===== config.mk =====
export PLATFORM = sky130hd
export DESIGN_NAME = sfs_ctrl
export DESIGN_NICKNAME = d
export VERILOG_FILES = /design/src/hdl/sfs_pkg.sv /design/src/hdl/sfs_ctrl.sv
export SDC_FILE = /design/constraint.sdc
export NUM_CORES = 1
export LEC_CHECK = 0
export BUFFER_PORTS_ARGS = -buffer_cell sky130_fd_sc_hd__buf_4
export CORE_AREA = 5 5 42 44
export DETAILED_ROUTE_END_ITERATION = 8
export DIE_AREA = 0 0 47 49
export PLACE_DENSITY = 0.38
export SLEW_MARGIN = 10
export SYNTH_ARGS = -nofsm -noshare
export SYNTH_HDL_FRONTEND = slang
export SYNTH_SLANG_ARGS = --single-unit

===== constraint.sdc =====
create_clock -name clk -period 1.1 [get_ports clk]
set_input_delay 0.275 -clock clk [delete_from_list [all_inputs] [get_ports clk]]
set_output_delay 0.275 -clock clk [all_outputs]
set_load 0.01 [all_outputs]

===== src/hdl/sfs_pkg.sv =====
`timescale 1ns / 1ps
// ----------------------------------------------------------------------------
// sfs_pkg
// shared types, codes and default sizes of the sprite frame sequencer
// ----------------------------------------------------------------------------
package sfs_pkg;

  localparam int unsigned NUM_ANIMATIONS_DEF       = 16;
  localparam int unsigned FRAMES_PER_ANIMATION_DEF = 16;
  localparam int unsigned TIME_BITS_DEF            = 16;

  // operation codes
  localparam logic [1:0] OP_TICK = 2'd0;
  localparam logic [1:0] OP_PUSH = 2'd1;
  localparam logic [1:0] OP_LINK = 2'd2;
  localparam logic [1:0] OP_PLAY = 2'd3;

  // status codes
  localparam logic [1:0] ST_DONE    = 2'd0;
  localparam logic [1:0] ST_IGNORED = 2'd1;
  localparam logic [1:0] ST_FULL    = 2'd2;

  typedef struct packed {
    logic [1:0]  operation;
    logic [3:0]  anim_id;
    logic [15:0] delta_time;
    logic [15:0] frame_duration;
    logic [11:0] frame_width;
    logic [11:0] frame_height;
    logic [15:0] image_ref;
    logic [3:0]  link_target;
  } in_item_t;

  typedef struct packed {
    logic [1:0]  status;
    logic [3:0]  current_animation;
    logic [3:0]  current_frame;
    logic        size_changed;
    logic [11:0] shown_width;
    logic [11:0] shown_height;
    logic [15:0] shown_image;
    logic        mirrored;
    logic        frame_valid;
  } out_item_t;

  // one stored frame
  typedef struct packed {
    logic [15:0] duration;
    logic [11:0] width;
    logic [11:0] height;
    logic [15:0] image;
  } frame_entry_t;

  localparam int unsigned ENTRY_BITS = $bits(frame_entry_t);

  typedef enum logic [2:0] {
    FSM_IDLE = 3'b001,
    FSM_EXEC = 3'b010,
    FSM_RESP = 3'b100
  } fsm_state_t;

  // controller to datapath
  typedef struct packed {
    logic capture;
    logic exec;
    logic resp;
    logic load_out;
  } ctrl_cmd_t;

endpackage


===== src/hdl/sfs_ctrl.sv =====
`timescale 1ns / 1ps
// ----------------------------------------------------------------------------
// sfs_ctrl
// sequencing of one item: capture, execute, respond
// ----------------------------------------------------------------------------
module sfs_ctrl (
  input  logic              clk,
  input  logic              rst_n,
  input  logic              in_valid,
  output logic              in_stall,
  output logic              out_valid,
  input  logic              out_stall,
  output sfs_pkg::ctrl_cmd_t cmd
);

  sfs_pkg::fsm_state_t state_r, state_nxt;
  logic                out_valid_r, out_valid_nxt;

  always_comb begin
    cmd.capture  = (state_r == sfs_pkg::FSM_IDLE) && in_valid;
    cmd.exec     = (state_r == sfs_pkg::FSM_EXEC);
    cmd.resp     = (state_r == sfs_pkg::FSM_RESP);
    // result register free or being emptied this cycle
    cmd.load_out = cmd.resp && (!out_valid_r || !out_stall);
  end

  always_comb begin
    state_nxt = state_r;
    case (state_r)
      sfs_pkg::FSM_IDLE: begin
        if (in_valid) state_nxt = sfs_pkg::FSM_EXEC;
      end
      sfs_pkg::FSM_EXEC: begin
        state_nxt = sfs_pkg::FSM_RESP;
      end
      sfs_pkg::FSM_RESP: begin
        if (cmd.load_out) state_nxt = sfs_pkg::FSM_IDLE;
      end
      default: begin
        state_nxt = sfs_pkg::FSM_IDLE;
      end
    endcase
  end

  always_comb begin
    out_valid_nxt = out_valid_r;
    if (cmd.load_out) begin
      out_valid_nxt = 1'b1;
    end else if (!out_stall) begin
      out_valid_nxt = 1'b0;
    end
  end

  always_ff @(posedge clk) begin
    if (!rst_n) begin
      state_r     <= sfs_pkg::FSM_IDLE;
      out_valid_r <= 1'b0;
    end else begin
      state_r     <= state_nxt;
      out_valid_r <= out_valid_nxt;
    end
  end

  assign in_stall  = (state_r != sfs_pkg::FSM_IDLE);
  assign out_valid = out_valid_r;

endmodule


# Yosys cells after proc, flatten, opt, wreduce, memory -nomap -nowiden
# Index checks and enable logic that the tools add are counted.
# totals
input_bits,4
ff_bits,4
output_inout_bits,6
# op_classes
n_eq_ne,7
n_reduce_logical,6
n_mux,5
# ops
cell,n
$pmux W3 S3,1
$mux W3,2
$ne A2 B2 Y1 const B,2
$eq A3 B1 Y1 const B,1
$eq A3 B2 Y1 const B,1
$eq A3 B3 Y1 const B,1
$ne A3 B1 Y1 const B,1
$logic_and A1 B1 Y1,2
$logic_not A1 Y1,2
$mux W1,2
$ne A2 B1 Y1 const B,1
$reduce_and A2 Y1,1
$logic_or A1 B1 Y1,1

# Depth between registers and ports, before layout
# Gate-level depths: netlist of the first run.
# logic_depth
word_depth,5
depth_mapped,4
mapped_depth_nobuf,3

# Worst setup path after synthesis of the first run
# Ideal clock, no wire load.
# synth_path
kind,register to output
from,register state_r[2]
to,output port cmd[3] in the netlist's numbering
stages_incl_launch_ff,3
required_ps,825
n_path_buf,0
slack_ps,-50
t_arrival_ps,875
cell_sequence,dfxtp_1 > or3b_4 > nor2_4
# synth_rtl
element,line_no,text
from (decl),sfs_ctrl.sv:16,"sfs_pkg::fsm_state_t state_r, state_nxt;"
from (signal assigned),sfs_ctrl.sv:56,state_r <= sfs_pkg::FSM_IDLE;
from (signal assigned),sfs_ctrl.sv:59,state_r <= state_nxt;
to (decl),sfs_ctrl.sv:13,output sfs_pkg::ctrl_cmd_t cmd

==> flow_metrics.py, run 1 <==
metrics = {
    "global_route": {
        "grt_pass1_vias": 236,
        "grt_pass1_wl_um": 869,
        "grt.overflow.total": 0,
        "grt_use_total": 0.0550,
        "antenna_found_initial": 0,
        "grt_start_max_net_pins": 5,
    },
    "synth": {
        "synth_compound_area_frac": 0.127,
        "synth.area.mux_share": 0,
        "syn-num-nets": 26,
        "yosysUniqueCellTypes": 16,
        "syn-cell-area_um2": 196,
        "synth_top_family_by_area": "simple AND/OR/NAND/NOR gates",
        "postSynthCellCount": 22,
        "synth_xor_area_frac": 0,
        "yosys_warnings": 0,
        "syn_area_per_cell_um2": 8.93,
        "yosys.area_share.simple": 0.369,
        "yosys.area_share.adder": 0,
        "synth-seq-cells": 4,
        "synth-seq-area-share": 0.408,
    },
    "floorplan": {
        "dieHeight_um": 49,
        "core-area_um2": 1400,
        "io_pins": 10,
        "rows": 14,
        "die_w_um": 47,
        "die_area_um2": 2300,
        "start_util": 0.140,
    },
    "sta": {
        "drv_slew": 0,
        "skew_ns": 0.00175,
        "finalHoldViolCount": 0,
        "worst_pin_slew_ns": 0.250,
        "min_period_ns": 1.46,
        "rsz0062_at_grt": "yes",
        "slew_headroom": 0.832,
        "fmax_ghz": 0.685,
        "setup_viol": 7,
        "period_share": 1.33,
        "layout_setup_ws_ns": -0.359,
    },
    "final_layout": {
        "diodes": 0,
        "finalNonFillerCells": 54,
        "nNetsFinal": 44,
        "stdcell_area_um2": 354,
        "num-fill-cells": 169,
        "regArea_um2": 82.6,
        "drive_above_1_share": 0.632,
        "multi_input_area_um2": 109,
        "synthToLayoutAreaGrowth_pct": 80.3,
    },
    "worst_setup_path": {
        "arrival_ns": 1.18,
        "crit_path_end_kind": "output pin",
        "cp.required_ns": 0.82,
        "critPathKind": "reg2out",
        "r2r_cells": 6,
        "r2r_end": "state_r[0]$_SDFFE_PN1P_",
        "regToRegSetupSlack_ns": -0.19,
        "crit_path_start_kind": "register",
        "reg2reg_from": "state_r[0]$_SDFFE_PN1P_",
        "critPathMaxFanout": 4,
    },
    "clock_network": {
        "cts_buffers": 3,
        "hold_buffers": 0,
        "h-tree-depth": 1,
        "cts.path.max_buffers": 2,
        "cts_num_sinks": 4,
        "clk_latency_ns": 0.23,
        "cts-root-buf": "clkbuf_4",
        "path_clk_slew_ns": 0.04,
        "cts_tree": "yes",
    },
    "placed_design": {
        "placed_cells": 49,
        "port_buffers": 9,
        "dp_hpwl_um": 399,
        "globalplace.congestion": 0.652,
        "postPlaceCellArea_um2": 307,
        "post-place-ws_ns": -0.139,
    },
    "power_and_ir_drop": {
        "p_leak_uw": 0.000181,
        "ir_worst_vdd_mv": 0.657,
        "power_density_nw_per_um2": 1180,
    },
    "run": {
        "drv_cap": 0,
    },
    "min_path": {
        "min_from": "rst_n",
        "worstHoldEndpoint": "state_r[0]$_SDFFE_PN1P_",
        "min_path_type": "in2reg",
        "hold_depth": 2,
    },
    "routing": {
        "antenna_left": 0,
        "routedWlPerCell_um": 9.17,
        "dr.first_iter.drc_count": 2,
        "routed_wl_um": 495,
        "routed_via_density": 3.91,
        "route.detailed.drc": 0,
        "first_pass_iters": 4,
        "vias": 211,
    },
    "status": {
        "outcome": "finished with violations",
        "violations": "setup timing",
    },
}
## per-layer routing
layer | global-route usage | up-vias | part of all wire
met5 | 0 | - | 0
met3 | 0.0406 | 0 | 0.16
met1 | 0.0551 | 90 | 0.42
met2 | 0.0747 | 14 | 0.42
met4 | 0.0415 | 0 | 0
li1 | - | 107 | -
## final cells by class
cell class,instances,area share
repair buffers,14,0.307
clock buffers,3,0.0636
multi-input cells,14,0.307
flip-flops and latches,4,0.233
inverters,3,0.0318
well taps,16,0.0565
## worst max-delay path by stage
stage                                  from  endpoint  cells past startpoint
CTS                 state_r[0]$_SDFFE_PN1P_    cmd[3]                      3
global placement    state_r[2]$_SDFFE_PN0P_    cmd[3]                      3
floorplan           state_r[2]$_SDFFE_PN0P_    cmd[3]                      2
detailed placement  state_r[0]$_SDFFE_PN1P_    cmd[3]                      3
global route        state_r[1]$_SDFFE_PN0P_    cmd[2]                      4
finish              state_r[0]$_SDFFE_PN1P_    cmd[3]                      3
## Yosys cell counts
cell type	number	area (um2)
a21boi_1	1	7.51
a21oi_1	1	5.00
and2_1	1	6.26
and3b_1	1	8.76
buf_4	1	7.51
dfxtp_1	4	80.1
inv_1	2	7.51
inv_2	1	3.75
nand2_1	1	3.75
nand2b_1	2	12.5
nand4b_1	1	8.76
nor2_4	1	11.3
nor3_1	2	10.0
o21ai_1	1	5.00
o31ai_1	1	7.51
or3b_4	1	11.3
## power by group
| group | internal (uW) | switching, uW |
|---|---|---|
| clock network | 122 | 57.4 |
| registers | 152 | 4.14 |
| logic | 50.8 | 32.3 |
| total | 325 | 93.9 |
## sequential cells by signal (all words and copies together), names as in the netlist
signal	flops
state_r	3
out_valid	1
## placed cells by master, fill, tap and decap left out, drive strengths merged
| cell | n |
|---|---|
| a21boi | 1 |
| inv | 3 |
| o31ai | 1 |
| and2 | 1 |
| nor2 | 1 |
| nand2b | 2 |
| dfxtp | 4 |
| nand4b | 1 |
| nand2 | 1 |
| buf | 14 |
| nor3 | 2 |
| or3b | 1 |
| clkbuf | 3 |
| and3b | 1 |
| o21ai | 1 |
| a21oi | 1 |
## through the flow
step	TNS, ns	utilization	hold slack (ns)	total power, uW
6_report	-1.74	0.253	0.246	419
3_3_place_gp	-0.253	0.219	0.490	227
4_1_cts	-1.77	0.252	0.244	429
3_5_place_dp	-0.348	0.219	0.493	228
2_1_floorplan	-0.0495	-	0.346	191
5_1_grt	-2.13	0.253	0.258	442
## cell families after synthesis
logic type,Yosys count
simple gates,10
flops,4
buf+inv,4
compound gates,4
## worst max-delay path: stages (launching register included)
cell     delay (ns)
dfxtp_2        0.33
or3b_4         0.40
nor2_4         0.10
buf_4          0.12
## timing repair
item / CTS / global route
pin swaps: 1 / 0
buffers inserted: 2 / 0
hold endpoints to repair: 0 / 0
setup endpoints to repair: 7 / 7
resized for setup: 3 / 1
(Power assumes the default switching activity.)
==> run 2: changes to the inputs <==
Settings changed: ABC_AREA set to 1, GPL_ROUTABILITY_DRIVEN set to 0, PLACE_DENSITY 0.38 to 0.37.
==> flow_metrics.py, run 2 <==
metrics = {
    "final_layout": {
        "nNetsFinal": 51,
        "largest_reg_flops": 3,
        "num-fill-cells": 170,
        "drive_above_1_share": 0.689,
        "post-route-util": 0.268,
        "final_common_cell": "buf_4",
        "diodes": 0,
        "final_cell_mix": "buf_4, inv_1, nand2_1, nor2_2, clkbuf_4",
        "regMostFlops": "state_r",
        "synthToLayoutAreaGrowth_pct": 94.8,
    },
    "global_route": {
        "grt_use_total": 0.0521,
        "use_met1": 0.0374,
        "grt.overflow.total": 0,
        "grt_pass1_wl_um": 800,
        "grt_start_max_net_pins": 5,
        "grt_busiest_layer": "met2",
        "use_met2": 0.0792,
        "antenna_found_initial": 0,
        "grt_pass1_vias": 250,
        "met3_usage": 0.0258,
    },
    "sta": {
        "drv_slew": 0,
        "worst_hold_slack_ns": 0.296,
        "min_period_ns": 1.22,
        "setup_viol": 5,
        "rsz0062_at_grt": "yes",
        "slew_headroom": 0.927,
        "finalHoldViolCount": 0,
        "worst_pin_slew_ns": 0.109,
        "layout_setup_ws_ns": -0.119,
        "period_share": 1.11,
        "skew_ns": 0.00121,
        "fmax_ghz": 0.821,
    },
    "synth": {
        "synthArstFlopShare": 0,
        "synth_edf_count": 0,
        "syn-cell-area_um2": 193,
        "synth_top_area_cell": "dfxtp_1",
        "synthTopCellsByCount": "inv_1, dfxtp_1, nand2_1, nor2_1",
        "synth-seq-area-share": 0.416,
        "postSynthCellCount": 28,
        "synth_top_area_frac": 0.416,
        "syn_area_per_cell_um2": 6.88,
        "synth_area_leaders": "dfxtp_1, inv_1, nand2_1, nor2_1, nor2_2",
        "syn-num-nets": 32,
        "synth-seq-cells": 4,
        "yosysMostFrequentCell": "inv_1",
        "yosysUniqueCellTypes": 12,
        "synthFlopType": "dfxtp_1",
        "yosys_warnings": 0,
    },
    "clock_network": {
        "cts.path.max_buffers": 2,
        "h-tree-depth": 1,
        "cts_tree": "yes",
        "cts-root-buf": "clkbuf_4",
        "cts_num_sinks": 4,
        "cts_buffers": 3,
        "path_clk_slew_ns": 0.04,
        "clk_latency_ns": 0.23,
    },
    "placed_design": {
        "dp_hpwl_um": 359,
        "post-place-ws_ns": 0.0457,
        "port_buffers": 9,
    },
    "worst_setup_path": {
        "arrival_ns": 0.94,
        "cp_cell_sequence": "nor2_4 -> nand2_2 -> nor2_2 -> buf_4",
        "crit_path_start_kind": "register",
        "cp_slowest_stage_delay_ns": 0.33,
        "cp.required_ns": 0.82,
        "crit_slowest_cell": "dfxtp_2",
        "r2r_cells": 7,
        "crit_path_end_kind": "output pin",
        "critPathKind": "reg2out",
        "critPathMaxFanout": 3,
    },
    "run": {
        "drv_cap": 0,
    },
    "routing": {
        "routed_wl_um": 481,
        "dr.first_iter.drc_count": 2,
        "vias": 233,
        "first_pass_iters": 2,
        "antenna_left": 0,
        "routed_via_density": 3.82,
        "routedWlPerCell_um": 7.89,
        "route.detailed.drc": 0,
    },
    "min_path": {
        "min_path_type": "in2reg",
        "hold_depth": 3,
    },
    "status": {
        "outcome": "finished with violations",
        "violations": "setup timing",
    },
    "floorplan": {
        "io_pins": 10,
        "die_area_um2": 2300,
        "die_w_um": 47,
        "dieHeight_um": 49,
        "start_util": 0.138,
        "core-area_um2": 1400,
        "rows": 14,
    },
    "power_and_ir_drop": {
        "power_density_nw_per_um2": 1260,
        "ir_worst_vdd_mv": 0.452,
        "p_leak_uw": 0.000204,
    },
}
==> run 2: cell count changes after synthesis, moves of 2 or more <==
cell,delta
nand2b_1,-2
inv_1,+3
nor2_2,+2
nand2_1,+3
nor2_1,+4
nand3_1,+2
==> run 2: per-stage QoR <==
step                TNS, ns  cells  cell area, um2  total power (uW)
floorplan                 0     28             193               206
global placement          0     53             280               249
detailed placement        0     53             280               250
CTS                  -0.457     61             365               479
global route         -0.691     61             375               495
finish               -0.370     61             375               474
==> run 2: path summary, 6_finish.rpt <==
check	startpoint	endpoint	slack, ns
hold / removal	rst_n	state_r[1]$_SDFFE_PN0P_	0.30
setup reg to reg	state_r[1]$_SDFFE_PN0P_	state_r[0]$_SDFFE_PN1P_	0.01
hold reg to reg	out_valid$_SDFFE_PN0P_	out_valid$_SDFFE_PN0P_	0.48
setup / recovery	state_r[1]$_SDFFE_PN0P_	cmd[0]	-0.12
==> run 2: power by group <==
group / leakage, uW / internal [uW] / total, uW / switching (uW)
combinational: 0.000156 / 74.9 / 125 / 50.1
clock: 0.0000138 / 122 / 181 / 58.7
sequential: 0.0000337 / 156 / 169 / 12.6
==> run 2: critical path: cells and delay by family (launching register included) <==
kind	cells	cell delay [ns]
and+or+nand+nor	3	0.27
DFF	1	0.33
buffers and inverters	1	0.12
==> run 2: cell type report <==
type | count | area, um2 | share of cell area
Clock buffer | 3 | 22.5 | 0.0600
Inverter | 7 | 27.5 | 0.0733
Multi-Input combinational cell | 16 | 103 | 0.273
Sequential cell | 4 | 86.3 | 0.230
Tap cell | 16 | 20.0 | 0.0533
Timing Repair Buffer | 15 | 116 | 0.310
==> run 2: timing repair <==
item,in CTS,in global routing
endpoints found under the setup margin,5,7
hold buffers,0,0
resized for setup,9,3
pin swaps,1,0
setup buffers,5,0
==> run 2: metal layers <==
metal / vias to the layer above / part of all wire / routed length [um]
met5: - / 0 / 0
li1: 118 / - / -
met1: 108 / 0.37 / 180
met3: 0 / 0.046 / 22
met2: 7 / 0.58 / 278
met4: 0 / 0 / 0
==> run 2: cells by family (layout without fill, tap and decap cells) <==
group	Yosys count	after routing	share of synthesized area
and+or+nand+nor	14	14	0.351
buffers and inverters	8	25	0.182
DFF	4	4	0.416
AOI/OAI and AO/OA	2	2	0.0520
==> run 3: changes to the inputs <==
Settings changed: CELL_PAD_IN_SITES_DETAIL_PLACEMENT set to 0, CELL_PAD_IN_SITES_GLOBAL_PLACEMENT set to 2, PLACE_DENSITY 0.37 to 0.6.
==> flow_metrics.py, run 3 (synthesis results as in run 2) <==
metrics = {
    "status": {
        "outcome": "finished with violations",
        "violations": "setup timing",
    },
    "worst_setup_path": {
        "r2r_cells": 5,
        "regToRegSetupSlack_ns": 0.21,
        "cp_cell_sequence": "nor2_4 -> nand2_2 -> nor2_2 -> buf_4",
        "cp_slowest_stage_delay_ns": 0.33,
        "reg2reg_from": "state_r[2]$_SDFFE_PN0P_",
        "critPathKind": "reg2out",
        "cp.required_ns": 0.82,
        "cpLargestDelayFamily": "flip-flops",
        "startpoint": "state_r[1]$_SDFFE_PN0P_",
        "critPathMaxFanout": 3,
        "crit_path_end_kind": "output pin",
        "arrival_ns": 0.95,
        "crit_path_start_kind": "register",
        "crit_slowest_cell": "dfxtp_2",
        "crit_buf_inv": 1,
        "r2r_end": "state_r[0]$_SDFFE_PN1P_",
    },
    "floorplan": {
        "io_pins": 10,
        "die_w_um": 47,
        "rows": 14,
        "dieHeight_um": 49,
        "start_util": 0.138,
        "core-area_um2": 1400,
        "die_area_um2": 2300,
    },
    "global_route": {
        "grt_pass1_wl_um": 848,
        "grt_pass1_vias": 207,
        "grt_start_max_net_pins": 5,
        "grt_use_total": 0.0557,
        "grt.overflow.total": 0,
        "antenna_found_initial": 0,
    },
    "sta": {
        "drv_slew": 0,
        "worst_hold_slack_ns": 0.292,
        "period_share": 1.11,
        "finalHoldViolCount": 0,
        "setup_viol": 5,
        "layout_setup_ws_ns": -0.121,
        "fmax_ghz": 0.819,
        "skew_ns": 0.000589,
        "slew_headroom": 0.917,
        "rsz0062_at_grt": "yes",
        "min_period_ns": 1.22,
        "worst_pin_slew_ns": 0.123,
    },
    "final_layout": {
        "drive_above_1_share": 0.651,
        "post-route-util": 0.254,
        "stdcell_area_um2": 357,
        "diodes": 0,
        "largest_reg_flops": 3,
        "synthToLayoutAreaGrowth_pct": 85.1,
        "nNetsFinal": 49,
        "final_cell_mix": "buf_4, inv_1, nand2_1, nor2_2, clkbuf_4",
        "regMostFlops": "state_r",
        "finalNonFillerCells": 59,
        "final_common_cell": "buf_4",
    },
    "power_and_ir_drop": {
        "p_clk_frac": 0.401,
        "p_seq_frac": 0.375,
        "p_sw_frac": 0.259,
        "p_leak_uw": 0.000193,
        "power.internal_uw": 332,
        "power.switching_uw": 116,
        "ir_worst_vdd_mv": 0.552,
        "p_comb_frac": 0.223,
        "power_density_nw_per_um2": 1260,
    },
    "placed_design": {
        "port_buffers": 9,
        "postPlaceCellArea_um2": 273,
        "dp_hpwl_um": 402,
        "placed_cells": 52,
        "post-place-ws_ns": 0.0398,
    },
    "run": {
        "drv_cap": 0,
    },
    "routing": {
        "routedWlPerCell_um": 8.68,
        "vias": 222,
        "routed_via_density": 3.76,
        "first_pass_iters": 1,
        "dr.first_iter.drc_count": 0,
        "routed_wl_um": 512,
        "route.detailed.drc": 0,
        "antenna_left": 0,
    },
    "clock_network": {
        "cts.path.max_buffers": 2,
        "cts_tree": "yes",
        "path_clk_slew_ns": 0.04,
        "cts_num_sinks": 4,
        "cts_buffers": 3,
        "cts-root-buf": "clkbuf_4",
        "h-tree-depth": 1,
        "clk_latency_ns": 0.23,
    },
    "min_path": {
        "hold_depth": 3,
        "worstHoldEndpoint": "state_r[2]$_SDFFE_PN0P_",
        "min_path_type": "in2reg",
        "min_from": "rst_n",
    },
}
[run 3: changes by cell type in the layout (fill, tap and decap cells not counted), sizes merged]
cell / previous run / this run
buf: 15 / 13
[run 3: through the flow]
step	TNS (ns)	power (uW)
after floorplan	0	206
after global placement	0	239
after detailed placement	0	242
after CTS	-0.551	457
after global routing	-0.716	482
final	-0.449	448
[run 3: worst max-delay path by stage]
| stage | endpoint | slack, ns | cells after the start |
|---|---|---|---|
| 2_1_floorplan | cmd[3] | 0.12 | 2 |
| 3_3_place_gp | cmd[0] | 0.08 | 4 |
| 3_5_place_dp | cmd[0] | 0.04 | 4 |
| 4_1_cts | cmd[0] | -0.17 | 4 |
| 5_1_grt | cmd[0] | -0.18 | 4 |
| 6_report | cmd[0] | -0.12 | 4 |
[run 3: tightest hold or removal path: stages]
cell and delay (ns):
buf_4 0.11, clkinv_2 0.06, a21oi_1 0.04
[run 3: metal layers]
| metal | GRT usage | wire [um] | vias to the layer above |
|---|---|---|---|
| met5 | 0 | 0 | - |
| met4 | 0.0415 | 12 | 0 |
| met3 | 0.0443 | 66 | 2 |
| met2 | 0.0679 | 215 | 11 |
| met1 | 0.0618 | 217 | 94 |
| li1 | - | - | 115 |
[run 3: power groups by stage]
| stage | Sequential, uW | Combinational, uW | Clock (uW) |
|---|---|---|---|
| CTS | 170 | 94.3 | 194 |
| global placement | 164 | 74.7 | 0 |
| floorplan | 164 | 42.0 | 0 |
| global route | 170 | 111 | 202 |
| finish | 168 | 100 | 180 |
| detailed placement | 165 | 76.3 | 0 |
[run 3: what timing repair did]
item,in CTS,in global routing
hold buffers,0,0
setup endpoints to repair,5,5
pin swaps,2,1
resized for setup,8,4
setup buffers,2,2
[run 3: layout make-up]
class / instances / area (um2)
inverter: 7 / 30.0
fill: 169 / 1040
tap: 16 / 20.0
multi-input combinational: 16 / 97.6
sequential: 4 / 88.8
clock buffer: 3 / 22.5
timing repair buffer: 13 / 97.6
